==> config.mk <==
export PLATFORM = sky130hd
export DESIGN_NAME = crc16_modbus_frame_builder
export DESIGN_NICKNAME = d
export VERILOG_FILES = /design/src/hdl/crcf_pkg.sv /design/src/hdl/crcf_front.sv /design/src/hdl/crcf_queue.sv /design/src/hdl/crcf_back.sv /design/src/hdl/crc16_modbus_frame_builder.sv
export VERILOG_INCLUDE_DIRS = /design/src /design/src/hdl
export SDC_FILE = /design/constraint.sdc
export NUM_CORES = 1
export LEC_CHECK = 0
export BUFFER_PORTS_ARGS = -buffer_cell sky130_fd_sc_hd__buf_2
export CAP_MARGIN = 0
export CORE_AREA = 2 2 128 162
export CTS_BUF_LIST = sky130_fd_sc_hd__clkbuf_4 sky130_fd_sc_hd__clkbuf_8 sky130_fd_sc_hd__clkbuf_16
export DETAILED_ROUTE_END_ITERATION = 10
export DIE_AREA = 0 0 130 164
export GPL_TIMING_DRIVEN = 0
export PLACE_DENSITY = 0.78
export SYNTH_ARGS = -nofsm -noshare
export SYNTH_HDL_FRONTEND = slang
export SYNTH_HIERARCHICAL = 1
export SYNTH_SLANG_ARGS = --single-unit
==> constraint.sdc <==
create_clock -name clk -period 4.47 [get_ports clk]
set_clock_uncertainty 0.2 [all_clocks]
set_input_delay 0.2235 -clock clk [delete_from_list [all_inputs] [get_ports clk]]
set_output_delay 0.2235 -clock clk [all_outputs]
set_load 0.02 [all_outputs]
==> src/hdl/assert_macros.svh <==
// assertion macros shared by the frame builder rtl
// each macro expects clk and rst_n in scope of the including module
`ifndef ASSERT_MACROS_SVH
`define ASSERT_MACROS_SVH

// same-cycle implication
`define CRCF_ASSERT_IMP(lbl, ante, cons) \
    lbl: assert property (@(posedge clk) disable iff (!rst_n) (ante) |-> (cons)) \
        else $error("frame builder assertion failed");

// next-cycle implication
`define CRCF_ASSERT_NXT(lbl, ante, cons) \
    lbl: assert property (@(posedge clk) disable iff (!rst_n) (ante) |=> (cons)) \
        else $error("frame builder assertion failed");

`endif

==> src/hdl/crcf_pkg.sv <==
// shared types, constants and the crc byte update for the frame builder
// no dependencies
`timescale 1ns / 1ps

package crcf_pkg;

    localparam logic [7:0]  START_BYTE  = 8'h5A;
    localparam logic [15:0] CRC_POLY    = 16'hA001;
    localparam logic [15:0] CRC_INIT    = 16'hFFFF;
    localparam logic [15:0] MAX_PAYLOAD = 16'd65532;
    localparam logic [15:0] HDR_EXTRA   = 16'd3;
    localparam logic [7:0]  EV_UNKNOWN  = 8'hFF;
    localparam logic [7:0]  EV_TIMING   = 8'd1;
    localparam logic [7:0]  EV_AUTH     = 8'd2;
    localparam logic [7:0]  EV_HEARTBT  = 8'd3;
    localparam logic [7:0]  VERSION_RST = 8'd1;

    // one queued payload byte with everything the back end needs for it
    typedef struct packed {
        logic [15:0] length_field;
        logic [7:0]  event_code;
        logic [7:0]  frame_number;
        logic        last;
        logic        first;
        logic [7:0]  payload;
    } crcf_cmd_t;

    typedef enum logic [3:0] {
        PH_NEW,
        PH_SOF,
        PH_LEN_HI,
        PH_LEN_LO,
        PH_FNUM,
        PH_EVENT,
        PH_VER,
        PH_PAYLOAD,
        PH_CRC_LO,
        PH_CRC_HI
    } crcf_phase_t;

    typedef struct packed {
        logic full;
        logic empty;
    } crcf_q_status_t;

    typedef struct packed {
        crcf_phase_t phase;
        logic        pop;
    } crcf_back_status_t;

    // crc-16/modbus over one byte, lsb first
    function automatic logic [15:0] crc_byte(input logic [15:0] crc, input logic [7:0] b);
        logic [15:0] c;
        c = crc ^ {8'd0, b};
        for (int k = 0; k < 8; k++)
        begin
            if (c[0])
                c = (c >> 1) ^ CRC_POLY;
            else
                c = c >> 1;
        end
        return c;
    endfunction

endpackage

==> src/hdl/crcf_front.sv <==
// input side: tracks frame position and classifies each payload byte
// depends on crcf_pkg
`timescale 1ns / 1ps

module crcf_front (
    input  logic                 clk,
    input  logic                 rst_n,
    input  logic                 s_tvalid,
    output logic                 s_tready,
    input  logic [39:0]          s_tdata,
    input  crcf_pkg::crcf_q_status_t q_status,
    output logic                 push,
    output crcf_pkg::crcf_cmd_t  push_cmd
);

    logic [15:0] pos_reg, pos_next;
    logic [15:0] total_reg, total_next;
    logic [7:0]  payload_byte, frame_number, event_code, event_mapped;
    logic [15:0] payload_length, len_sat, eff_total, pos_inc;
    logic        first, last;

    assign payload_byte   = s_tdata[7:0];
    assign payload_length = s_tdata[23:8];
    assign frame_number   = s_tdata[31:24];
    assign event_code     = s_tdata[39:32];

    assign s_tready = !q_status.full;
    assign push     = s_tvalid && s_tready;

    always_comb
    begin
        if (payload_length == 16'd0)
            len_sat = 16'd1;
        else if (payload_length > crcf_pkg::MAX_PAYLOAD)
            len_sat = crcf_pkg::MAX_PAYLOAD;
        else
            len_sat = payload_length;

        if (event_code == crcf_pkg::EV_TIMING || event_code == crcf_pkg::EV_AUTH
            || event_code == crcf_pkg::EV_HEARTBT)
            event_mapped = event_code;
        else
            event_mapped = crcf_pkg::EV_UNKNOWN;

        first     = (pos_reg == 16'd0);
        eff_total = first ? len_sat : total_reg;
        pos_inc   = pos_reg + 16'd1;
        last      = (pos_inc >= eff_total);

        pos_next   = pos_reg;
        total_next = total_reg;
        if (push)
        begin
            pos_next   = last ? 16'd0 : pos_inc;
            total_next = eff_total;
        end

        push_cmd.payload      = payload_byte;
        push_cmd.first        = first;
        push_cmd.last         = last;
        push_cmd.frame_number = frame_number;
        push_cmd.event_code   = event_mapped;
        push_cmd.length_field = len_sat + crcf_pkg::HDR_EXTRA;
    end

    always_ff @(posedge clk or negedge rst_n)
    begin
        if (!rst_n)
        begin
            pos_reg   <= 16'd0;
            total_reg <= 16'd0;
        end
        else
        begin
            pos_reg   <= pos_next;
            total_reg <= total_next;
        end
    end

endmodule

==> src/hdl/crcf_queue.sv <==
// short command queue between the classifier and the byte sequencer
// depends on crcf_pkg
`timescale 1ns / 1ps

module crcf_queue #(
    parameter int DEPTH = 4
) (
    input  logic                     clk,
    input  logic                     rst_n,
    input  logic                     push,
    input  crcf_pkg::crcf_cmd_t      push_cmd,
    input  logic                     pop,
    output crcf_pkg::crcf_cmd_t      head,
    output crcf_pkg::crcf_q_status_t status
);

    localparam int PW = $clog2(DEPTH);
    localparam int CW = $clog2(DEPTH + 1);
    localparam logic [PW-1:0] LAST_IDX = PW'(DEPTH - 1);
    localparam logic [CW-1:0] FULL_CNT = CW'(DEPTH);

    crcf_pkg::crcf_cmd_t mem_reg [DEPTH];
    logic [PW-1:0] wr_ptr_reg, wr_ptr_next;
    logic [PW-1:0] rd_ptr_reg, rd_ptr_next;
    logic [CW-1:0] count_reg, count_next;

    assign head         = mem_reg[rd_ptr_reg];
    assign status.full  = (count_reg == FULL_CNT);
    assign status.empty = (count_reg == '0);

    always_comb
    begin
        wr_ptr_next = wr_ptr_reg;
        rd_ptr_next = rd_ptr_reg;
        count_next  = count_reg;
        if (push)
            wr_ptr_next = (wr_ptr_reg == LAST_IDX) ? '0 : wr_ptr_reg + 1'b1;
        if (pop)
            rd_ptr_next = (rd_ptr_reg == LAST_IDX) ? '0 : rd_ptr_reg + 1'b1;
        if (push && !pop)
            count_next = count_reg + 1'b1;
        else if (pop && !push)
            count_next = count_reg - 1'b1;
    end

    always_ff @(posedge clk)
    begin
        if (push)
            mem_reg[wr_ptr_reg] <= push_cmd;
    end

    always_ff @(posedge clk or negedge rst_n)
    begin
        if (!rst_n)
        begin
            wr_ptr_reg <= '0;
            rd_ptr_reg <= '0;
            count_reg  <= '0;
        end
        else
        begin
            wr_ptr_reg <= wr_ptr_next;
            rd_ptr_reg <= rd_ptr_next;
            count_reg  <= count_next;
        end
    end

endmodule

==> src/hdl/crcf_back.sv <==
// output side: expands queued commands into header, payload and crc bytes
// depends on crcf_pkg
`timescale 1ns / 1ps

module crcf_back (
    input  logic                        clk,
    input  logic                        rst_n,
    input  crcf_pkg::crcf_cmd_t         head,
    input  crcf_pkg::crcf_q_status_t    q_status,
    input  logic [7:0]                  version,
    output crcf_pkg::crcf_back_status_t status,
    output logic                        m_tvalid,
    input  logic                        m_tready,
    output logic [7:0]                  m_tdata,
    output logic                        m_tlast
);

    crcf_pkg::crcf_phase_t phase_reg, phase_next, cur_phase;
    logic [15:0] crc_reg, crc_next;
    logic [7:0]  out_data_reg, out_data_next, byte_c;
    logic        out_last_reg, out_last_next;
    logic        out_valid_reg, out_valid_next;
    logic        advance, pop;

    assign m_tvalid = out_valid_reg;
    assign m_tdata  = out_data_reg;
    assign m_tlast  = out_last_reg;

    assign status.phase = cur_phase;
    assign status.pop   = pop;

    always_comb
    begin
        if (phase_reg == crcf_pkg::PH_NEW)
            cur_phase = head.first ? crcf_pkg::PH_SOF : crcf_pkg::PH_PAYLOAD;
        else
            cur_phase = phase_reg;

        // output register frees up when empty or being taken this cycle
        advance = !q_status.empty && (!out_valid_reg || m_tready);
        pop     = advance && (cur_phase == crcf_pkg::PH_CRC_HI
                  || (cur_phase == crcf_pkg::PH_PAYLOAD && !head.last));

        unique case (cur_phase)
            crcf_pkg::PH_SOF:     byte_c = crcf_pkg::START_BYTE;
            crcf_pkg::PH_LEN_HI:  byte_c = head.length_field[15:8];
            crcf_pkg::PH_LEN_LO:  byte_c = head.length_field[7:0];
            crcf_pkg::PH_FNUM:    byte_c = head.frame_number;
            crcf_pkg::PH_EVENT:   byte_c = head.event_code;
            crcf_pkg::PH_VER:     byte_c = version;
            crcf_pkg::PH_PAYLOAD: byte_c = head.payload;
            crcf_pkg::PH_CRC_LO:  byte_c = crc_reg[7:0];
            crcf_pkg::PH_CRC_HI:  byte_c = crc_reg[15:8];
            default:              byte_c = head.payload;
        endcase

        phase_next     = phase_reg;
        crc_next       = crc_reg;
        out_data_next  = out_data_reg;
        out_last_next  = out_last_reg;
        out_valid_next = out_valid_reg;

        if (advance)
        begin
            out_data_next  = byte_c;
            out_last_next  = (cur_phase == crcf_pkg::PH_CRC_HI);
            out_valid_next = 1'b1;

            unique case (cur_phase)
                crcf_pkg::PH_SOF:     phase_next = crcf_pkg::PH_LEN_HI;
                crcf_pkg::PH_LEN_HI:  phase_next = crcf_pkg::PH_LEN_LO;
                crcf_pkg::PH_LEN_LO:  phase_next = crcf_pkg::PH_FNUM;
                crcf_pkg::PH_FNUM:    phase_next = crcf_pkg::PH_EVENT;
                crcf_pkg::PH_EVENT:   phase_next = crcf_pkg::PH_VER;
                crcf_pkg::PH_VER:     phase_next = crcf_pkg::PH_PAYLOAD;
                crcf_pkg::PH_PAYLOAD: phase_next = head.last ? crcf_pkg::PH_CRC_LO
                                                             : crcf_pkg::PH_NEW;
                crcf_pkg::PH_CRC_LO:  phase_next = crcf_pkg::PH_CRC_HI;
                crcf_pkg::PH_CRC_HI:  phase_next = crcf_pkg::PH_NEW;
                default:              phase_next = crcf_pkg::PH_NEW;
            endcase

            case (cur_phase)
                crcf_pkg::PH_SOF:
                    crc_next = crcf_pkg::CRC_INIT;
                crcf_pkg::PH_FNUM, crcf_pkg::PH_EVENT, crcf_pkg::PH_VER,
                crcf_pkg::PH_PAYLOAD:
                    crc_next = crcf_pkg::crc_byte(crc_reg, byte_c);
                crcf_pkg::PH_CRC_HI:
                    crc_next = crcf_pkg::CRC_INIT;
                default:
                    crc_next = crc_reg;
            endcase
        end
        else if (m_tready)
        begin
            out_valid_next = 1'b0;
        end
    end

    always_ff @(posedge clk or negedge rst_n)
    begin
        if (!rst_n)
        begin
            phase_reg     <= crcf_pkg::PH_NEW;
            crc_reg       <= crcf_pkg::CRC_INIT;
            out_valid_reg <= 1'b0;
        end
        else
        begin
            phase_reg     <= phase_next;
            crc_reg       <= crc_next;
            out_valid_reg <= out_valid_next;
        end
    end

    always_ff @(posedge clk)
    begin
        out_data_reg <= out_data_next;
        out_last_reg <= out_last_next;
    end

endmodule

==> src/hdl/crc16_modbus_frame_builder.sv <==
// channel   dir  payload                                            handshake
// s_axis    in   tdata: payload_byte, payload_length, frame_number,  tvalid/tready
//                event_code
// m_axis    out  tdata: out_byte; tlast: frame_end                  tvalid/tready
// cfg       in   cfg_wdata: protocol_version                        cfg_we
//
// one output byte per cycle while the sink is ready and the queue is not empty;
// a mid-frame input byte yields only its payload byte, a first byte also the header
// before it, a last byte also the crc after it; the byte sequencer in crcf_back sets
// that rate; the command queue lets input transfers continue through a header or crc tail
// asynchronous active-low reset; version resets to 1, the crc to 0xFFFF
// top level: holds the version register and joins front, queue and back
// depends on crcf_pkg, crcf_front, crcf_queue, crcf_back, assert_macros.svh
`timescale 1ns / 1ps
`include "assert_macros.svh"

module crc16_modbus_frame_builder #(
    parameter int QUEUE_DEPTH = 4
) (
    input  logic        clk,
    input  logic        rst_n,
    input  logic        s_tvalid,
    output logic        s_tready,
    input  logic [39:0] s_tdata,   // payload_byte, payload_length, frame_number, event_code
    output logic        m_tvalid,
    input  logic        m_tready,
    output logic [7:0]  m_tdata,   // out_byte
    output logic        m_tlast,
    input  logic        cfg_we,
    input  logic [7:0]  cfg_wdata
);

    logic [7:0] version_reg, version_next;

    logic                        push;
    crcf_pkg::crcf_cmd_t         push_cmd;
    crcf_pkg::crcf_cmd_t         head;
    crcf_pkg::crcf_q_status_t    q_status;
    crcf_pkg::crcf_back_status_t b_status;

    assign version_next = cfg_we ? cfg_wdata : version_reg;

    always_ff @(posedge clk or negedge rst_n)
    begin
        if (!rst_n)
            version_reg <= crcf_pkg::VERSION_RST;
        else
            version_reg <= version_next;
    end

    crcf_front u_front (
        .clk      (clk),
        .rst_n    (rst_n),
        .s_tvalid (s_tvalid),
        .s_tready (s_tready),
        .s_tdata  (s_tdata),
        .q_status (q_status),
        .push     (push),
        .push_cmd (push_cmd)
    );

    crcf_queue #(
        .DEPTH (QUEUE_DEPTH)
    ) u_queue (
        .clk      (clk),
        .rst_n    (rst_n),
        .push     (push),
        .push_cmd (push_cmd),
        .pop      (b_status.pop),
        .head     (head),
        .status   (q_status)
    );

    crcf_back u_back (
        .clk      (clk),
        .rst_n    (rst_n),
        .head     (head),
        .q_status (q_status),
        .version  (version_reg),
        .status   (b_status),
        .m_tvalid (m_tvalid),
        .m_tready (m_tready),
        .m_tdata  (m_tdata),
        .m_tlast  (m_tlast)
    );

    // back end never drains an empty queue
    `CRCF_ASSERT_IMP(a_pop_nonempty, b_status.pop, !q_status.empty)
    // crc tail only follows a byte classified as last of its frame
    `CRCF_ASSERT_IMP(a_crc_on_last,
        !q_status.empty && (b_status.phase == crcf_pkg::PH_CRC_LO
        || b_status.phase == crcf_pkg::PH_CRC_HI), head.last)
    // an input transfer always leaves work queued
    `CRCF_ASSERT_NXT(a_push_queued, push, !q_status.empty)

endmodule
==> results.sh <==
export IMPL_status="completed"
export IMPL_final_common_cell="edfxtp_1"
export IMPL_wire_per_inst_um=21.9
export IMPL_syn_area_sq_um=11700
export IMPL_final_nets=1001
export IMPL_die_y_um=164
export IMPL_p_leak_nw=5.24
export IMPL_worst_setup_path_end_kind="register"
export IMPL_area_delta_synth_final_pct=17.4
export IMPL_ys_warn_count=6
export IMPL_cts_tree="yes"
export IMPL_cp_arrival_ps=4240
export IMPL_finalInstanceArea_sq_um=13700
export IMPL_tightest_slew_ps=1140
export IMPL_maxSlewHeadroom_pct=23.4
export IMPL_grt_ovfl_total=0
export IMPL_drt_pass1_iter_count=5
export IMPL_port_buffers=42
export IMPL_core_area_sq_um=19800
export IMPL_hp_class="primary input to register"
export IMPL_nFillCells=1361
export IMPL_synthCells=795
export IMPL_cts_buffer_depth=3
export IMPL_clock_latency_ps=520
export IMPL_multi_input_area_sq_um=4150
export IMPL_start_kind="register"
export IMPL_grt_max_degree=54
export IMPL_root_buffer="clkbuf_16"
export IMPL_tns_ps=0
export IMPL_cts_sinks=245
export IMPL_post_route_min_period_ps=4040
export IMPL_antenna_found_initial=0
export IMPL_placementRows=58
export IMPL_grt_pass1_wl_um=41500
export IMPL_vias=7342
export IMPL_layout_drive_gt1_share_pct=24.9
export IMPL_crit_fanout=10
export IMPL_post_place_ws_ps=332
export IMPL_irDropWorstVdd_v=0.000504
export IMPL_routed_wl_um=26500
export IMPL_placed_area_sq_um=12400
export IMPL_post_cts_setup_buffer_count=0
export IMPL_mostFrequentLayoutCells="177 x edfxtp_1, 54 x dlygate4sd3_1, 52 x buf_2"
export IMPL_grt_setup_unrepaired="false"
export IMPL_grt_total_usage_pct=25.8
export IMPL_drc=0
export IMPL_place_congestion=0.966
export IMPL_report_final_hold_viol_count=0
export IMPL_crit_required_ps=4670
export IMPL_cts_buffers=24
export IMPL_die_w_um=130
export IMPL_drt_iter0_drc=648
export IMPL_floorplan_initialDensity_pct=59.1
export IMPL_dieArea_sq_um=21300
export IMPL_seqCellArea_sq_um=7040
export IMPL_drtAntennaViolNets=0
export IMPL_setup_slack_ps=429
export IMPL_post_route_period_util_pct=90.4
export IMPL_cap_viol_max_count=0
export IMPL_drt_vias_per_instance=6.07
export IMPL_power_density_nw_per_um2=742
export IMPL_finalSetupViolations=0
export IMPL_htree_levels=1
export IMPL_syn_avg_cell_area_sq_um=14.7
export IMPL_fmax_ghz=0.247
export IMPL_crit_type="register to register"
export IMPL_hpwl_um=17500
export IMPL_clkTransAtPathRegs_ps=60
export IMPL_slew_viol_final=0
export IMPL_grt_pass1_vias=7509
export IMPL_syn_num_nets=874
export IMPL_largest_reg_flops=168
export IMPL_n_antenna_cell=0
export IMPL_pin_count=64
[path summary, 6_finish.rpt]
| kind | from | end | slack, ps | depth (start not counted) |
|---|---|---|---|---|
| worst min-delay path | s_tdata[16] | u_front/total_reg[8] | 30 | 2 |
| worst min register to register | u_front/total_reg[1] | u_front/total_reg[1] | 310 | 2 |
| max in group asynchronous | rst_n | version_reg[7] | 3320 | 3 |
| worst max-delay path | u_front/pos_reg[0] | u_queue/mem_reg[0][9] | 430 | 14 |
| worst max register to register | u_front/pos_reg[0] | u_queue/mem_reg[0][9] | 430 | 14 |
| min in group asynchronous | rst_n | u_back/crc_reg[12] | 120 | 2 |
[stage by stage]
step / hold slack (ps) / instances / util [%] / total power, mW
4_1_cts: 21.6 / 1210 / 69.3 / 10.2
3_5_place_dp: -93.3 / 1112 / 62.4 / 8.05
3_3_place_gp: 225 / 1107 / 61.8 / 7.93
6_report: 27.5 / 1210 / 69.3 / 10.2
5_1_grt: 29.4 / 1210 / 69.3 / 10.7
2_1_floorplan: -272 / 795 / - / 6.90
[what timing repair did]
action,in CTS,in global routing
resized for setup,0,1
setup endpoints to repair,0,4
hold buffers,54,0
endpoints found under the hold margin,213,0
[layer usage]
metal | up-vias | track usage (%) | part of all wire [%]
met5 | - | 0 | 0
met3 | 51 | 3.65 | 5.4
met2 | 272 | 44.7 | 52
met1 | 3723 | 32.9 | 39
met4 | 0 | 9.87 | 3.2
li1 | 3296 | - | -
[worst max-delay path: stages (launching register included)]
cell,delay [ps]
dfrtp_1,450
inv_1,70
ha_1,200
nor4b_4,130
nand4_1,100
buf_6,180
buf_1,500
mux2i_1,220
ha_1,350
nand4_1,100
nor3_1,380
o211ai_2,290
and3_1,330
inv_1,230
buf_4,180
[power by group]
| part | internal (mW) | switching (mW) | leakage (nW) |
|---|---|---|---|
| clock | 1.25 | 0.839 | 0.406 |
| combinational | 2.19 | 2.47 | 2.41 |
| sequential | 3.15 | 0.300 | 2.42 |
| total | 6.60 | 3.60 | 5.24 |
[cell type report]
class	count	area share, %
timing repair buffer	101	6.27
tap	270	2.46
buffer	57	3.12
inverter	23	0.628
sequential	245	51.2
multi-input combinational	470	30.2
clock buffer	34	5.26
clock inverter	10	0.792
No activity file was read; power rests on OpenSTA's default activity.
